$ cat config.mk
export PLATFORM = sky130hd
export DESIGN_NAME = ekv_ram
export DESIGN_NICKNAME = d
export VERILOG_FILES = /design/src/sv/ekv_ram.sv
export SDC_FILE = /design/constraint.sdc
export NUM_CORES = 1
export LEC_CHECK = 0
export ABC_AREA = 1
export BUFFER_PORTS_ARGS = -buffer_cell sky130_fd_sc_hd__buf_4
export CAP_MARGIN = 40
export CORE_MARGIN = 1
export CORE_UTILIZATION = 53
export CTS_CLUSTER_DIAMETER = 40
export CTS_CLUSTER_SIZE = 28
export DETAILED_ROUTE_END_ITERATION = 16
export PLACE_DENSITY = 0.7
export SYNTH_ARGS = -nofsm -noshare
export SYNTH_HDL_FRONTEND = slang
export SYNTH_SLANG_ARGS = --single-unit
$ cat constraint.sdc
create_clock -name clock -period 1.35 [get_ports clock]
set_clock_uncertainty 0.05 [all_clocks]
set_input_delay 0 -clock clock [delete_from_list [all_inputs] [get_ports clock]]
set_output_delay 0 -clock clock [all_outputs]
set_load 0.05 [all_outputs]
$ cat src/sv/ekv_ram.sv
// Generic single-port-write, registered-read RAM.
`timescale 1ns / 1ps
`default_nettype none
module ekv_ram #(
   parameter int WIDTH = 8,
   parameter int DEPTH = 16,
   localparam int AW = (DEPTH > 1) ? $clog2(DEPTH) : 1
) (
   input  wire logic             clock,
   input  wire logic             we,
   input  wire logic [AW-1:0]    waddr,
   input  wire logic [WIDTH-1:0] wdata,
   input  wire logic [AW-1:0]    raddr,
   output logic      [WIDTH-1:0] rdata
);

   logic [WIDTH-1:0] mem [DEPTH];

   always_ff @(posedge clock) begin
      if (we) begin
         mem[waddr] <= wdata;
      end
      rdata <= mem[raddr];
   end

endmodule
`default_nettype wire

==> impl_metrics.toml <==
[final_layout]
syn_to_final_growth_pct = 20.13
fill_cells = 789
final_cells = 755
multi_input_comb_area_um2 = 1214
drive_gt1_frac = 0.1309
final_area_um2 = 6928
final_nets = 624
n_antenna_cell = 0
seqCellArea_um2 = 4004

[worst_setup_path]
critPathBufInv = 4
endpoint_kind = "register"
crit_top_cell = "nand3_1"
cp_cell_sequence = "dlygate4sd3_1, buf_4, inv_2, buf_4, nand3_1, nand3_1, nand3_1, nand2_1"
reg2reg_slack_ps = 250
path_class = "in -> reg"
cp.required_ps = 1770
path_delay_family = "buffers and inverters"
cp_slowest_cell = "dlygate4sd3_1"
worst_setup_path_start_kind = "input pin"
max_stage_delay_ps = 530
critPathMaxFanout = 10
worstPathArrival_ps = 1600

[run_status]
status = "finished clean"

[clocking]
clockBufferDepth = 2
cts.sinks = 136
cts_tree = "yes"
insertion_delay_ps = 530
htreeDepth = 4
clk_pin_slew_ps = 60
cts_hold_buf = 11
cts_made_buffers = 17
cts_resized = 0
postCtsSetupRepairBufs = 0
cts_root_buffer = "clkbuf_8"

[global_routing]
grt_first_pass_wirelength_um = 20820
grt_max_degree = 65
track_usage = 0.2572
grt_pass1_vias = 3885
overflow = 0
grt_antenna_before_repair = 0

[placement]
io_buffers = 25
placed_cell_area_um2 = 6188
numPlacedInstances = 712
place_hpwl_um = 7776
routabilityCongestion = 0.8442

[timing]
drv_slew = 0
relSlewSlack = 0.7350
grt_setup_unrepaired = "no"
fin_tns_setup_ps = 0
whs_ps = 46.58
final.period_utilization = 0.8738
setup_viol = 0
finalHoldViolations = 0
worst_pin_slew_ps = 397.5
period_needed_ps = 1180
timing.fmax_mhz = 847.7

[yosys]
synth_top_area_frac = 0.6665
yosysMostFrequentCell = "nand2_1"
ys_top_cells_by_area = "edfxtp_1, nand2_1, nand3_1, inv_1, dfxtp_1"
synthCells = 551
ys_types = 12
ys_seq_elements = 136
ys.flop_type = "edfxtp_1"
ys_warn_count = 0
synth_fp_nets = 569
yosysSeqAreaShare = 0.6943
syn_avg_cell_area_um2 = 10.47
yosys.area.top_type = "edfxtp_1"
async_reset_ff_frac = 0
synth_edf_count = 128
ys_top_cells_by_count = "nand2_1, edfxtp_1, inv_1, nand3_1, nor2_1"
netlist_area_um2 = 5767

[power_and_ir_drop]
power.internal_mw = 8.115
seqPwrFrac = 0.459
finalPower_mw = 10.35
clkPwrFrac = 0.469
p_switching_mw = 2.232
swShare = 0.2157
combPwrFrac = 0.072
irDropWorstVdd_mv = 0.9739
p_per_area_nw_per_um2 = 1493
leakage_nw = 3.027

[floorplan]
placementRows = 37
coreArea_um2 = 10420
dieArea_um2 = 11300
initial_core_util = 0.5536
dieWidth_um = 106.3
top_level_ports = 26
die_h_um = 106.3

[route]
wl_per_cell_um = 17.13
drc_errors = 0
drt_pass1_iterations = 5
dr.first_iter.drc_count = 345
vias = 3909
avgViaCountPerCell = 5.177
wirelength_um = 12930
antenna_left = 0

[min_path]
worstHoldPathType = "in -> reg"

[flow_run]
maxCapViolations = 0
## worst paths after layout
check             cells after the start                 start                  end
setup / recovery                      8              raddr[1]     rdata[2]$_DFF_P_
hold / removal                        4                    we  mem[1][4]$_DFFE_PP_
setup reg to reg                      6   mem[0][2]$_DFFE_PP_     rdata[2]$_DFF_P_
hold reg to reg                       6  mem[12][2]$_DFFE_PP_     rdata[2]$_DFF_P_
## metrics by stage
stage / utilization / worst slack [ps]
floorplan: - / 349.2
global placement: 0.5941 / 232.8
detailed placement: 0.5941 / 230.4
CTS: 0.6651 / 200.9
global route: 0.6651 / 133.6
finish: 0.6651 / 170.4
## layout make-up
cell class / instances / share of cell area
timing repair buffer: 60 / 0.07621
clock buffer: 22 / 0.06682
tap: 136 / 0.02456
multi-input combinational: 289 / 0.1752
sequential: 136 / 0.5779
inverter: 102 / 0.05526
clock inverter: 10 / 0.02402
## worst reg2reg max path, cell delays in order (launching register included)
cell      delay [ps]
edfxtp_1         370
inv_1             70
nand2_1           60
nand3_1           70
nand3_1          130
nand3_1          160
nand2_1           70
## power groups by stage
stage	Combinational [mW]	Sequential [mW]	Clock [mW]
final	0.742	4.75	4.85
after global routing	0.810	4.76	5.10
after CTS	0.746	4.75	4.89
after detailed placement	0.713	4.84	0
after global placement	0.699	4.83	0
after floorplan	0.333	4.93	0
## cells in the final DEF (no fill, tap or decap)
cell           instances
nand2_1              173
inv_1                100
clkinvlp_4             2
inv_6                  1
dfxtp_1                8
clkinv_2               1
dlygate4sd3_1         11
edfxtp_1             128
nor2_1                17
nand3b_1               2
bufinv_16              4
buf_12                 4
inv_2                  2
buf_4                 45
clkbuf_8               4
clkinv_4               2
clkbuf_16             16
clkbuf_1               2
nand3_1               97
## routing by layer
| layer | vias up | GRT usage | share of wire | wire length (um) |
|---|---|---|---|---|
| met5 | - | 0 | 0 | 0 |
| met4 | 0 | 0.09127 | 0.015 | 191 |
| met3 | 15 | 0.04598 | 0.060 | 779 |
| met2 | 141 | 0.4212 | 0.51 | 6638 |
| met1 | 1868 | 0.3467 | 0.41 | 5322 |
| li1 | 1885 | - | - | - |
## state kept, by name, indices dropped and copies added (netlist names)
| register | flops |
|---|---|
| rdata | 8 |
| mem | 128 |
## cell families (layout without fill, tap and decap cells)
| logic type | Yosys count | after routing | share of synthesized area |
|---|---|---|---|
| buf+inv | 126 | 194 | 0.09525 |
| flops | 136 | 136 | 0.6943 |
| simple gates | 289 | 289 | 0.2105 |
No activity file was read; power rests on OpenSTA's default activity.
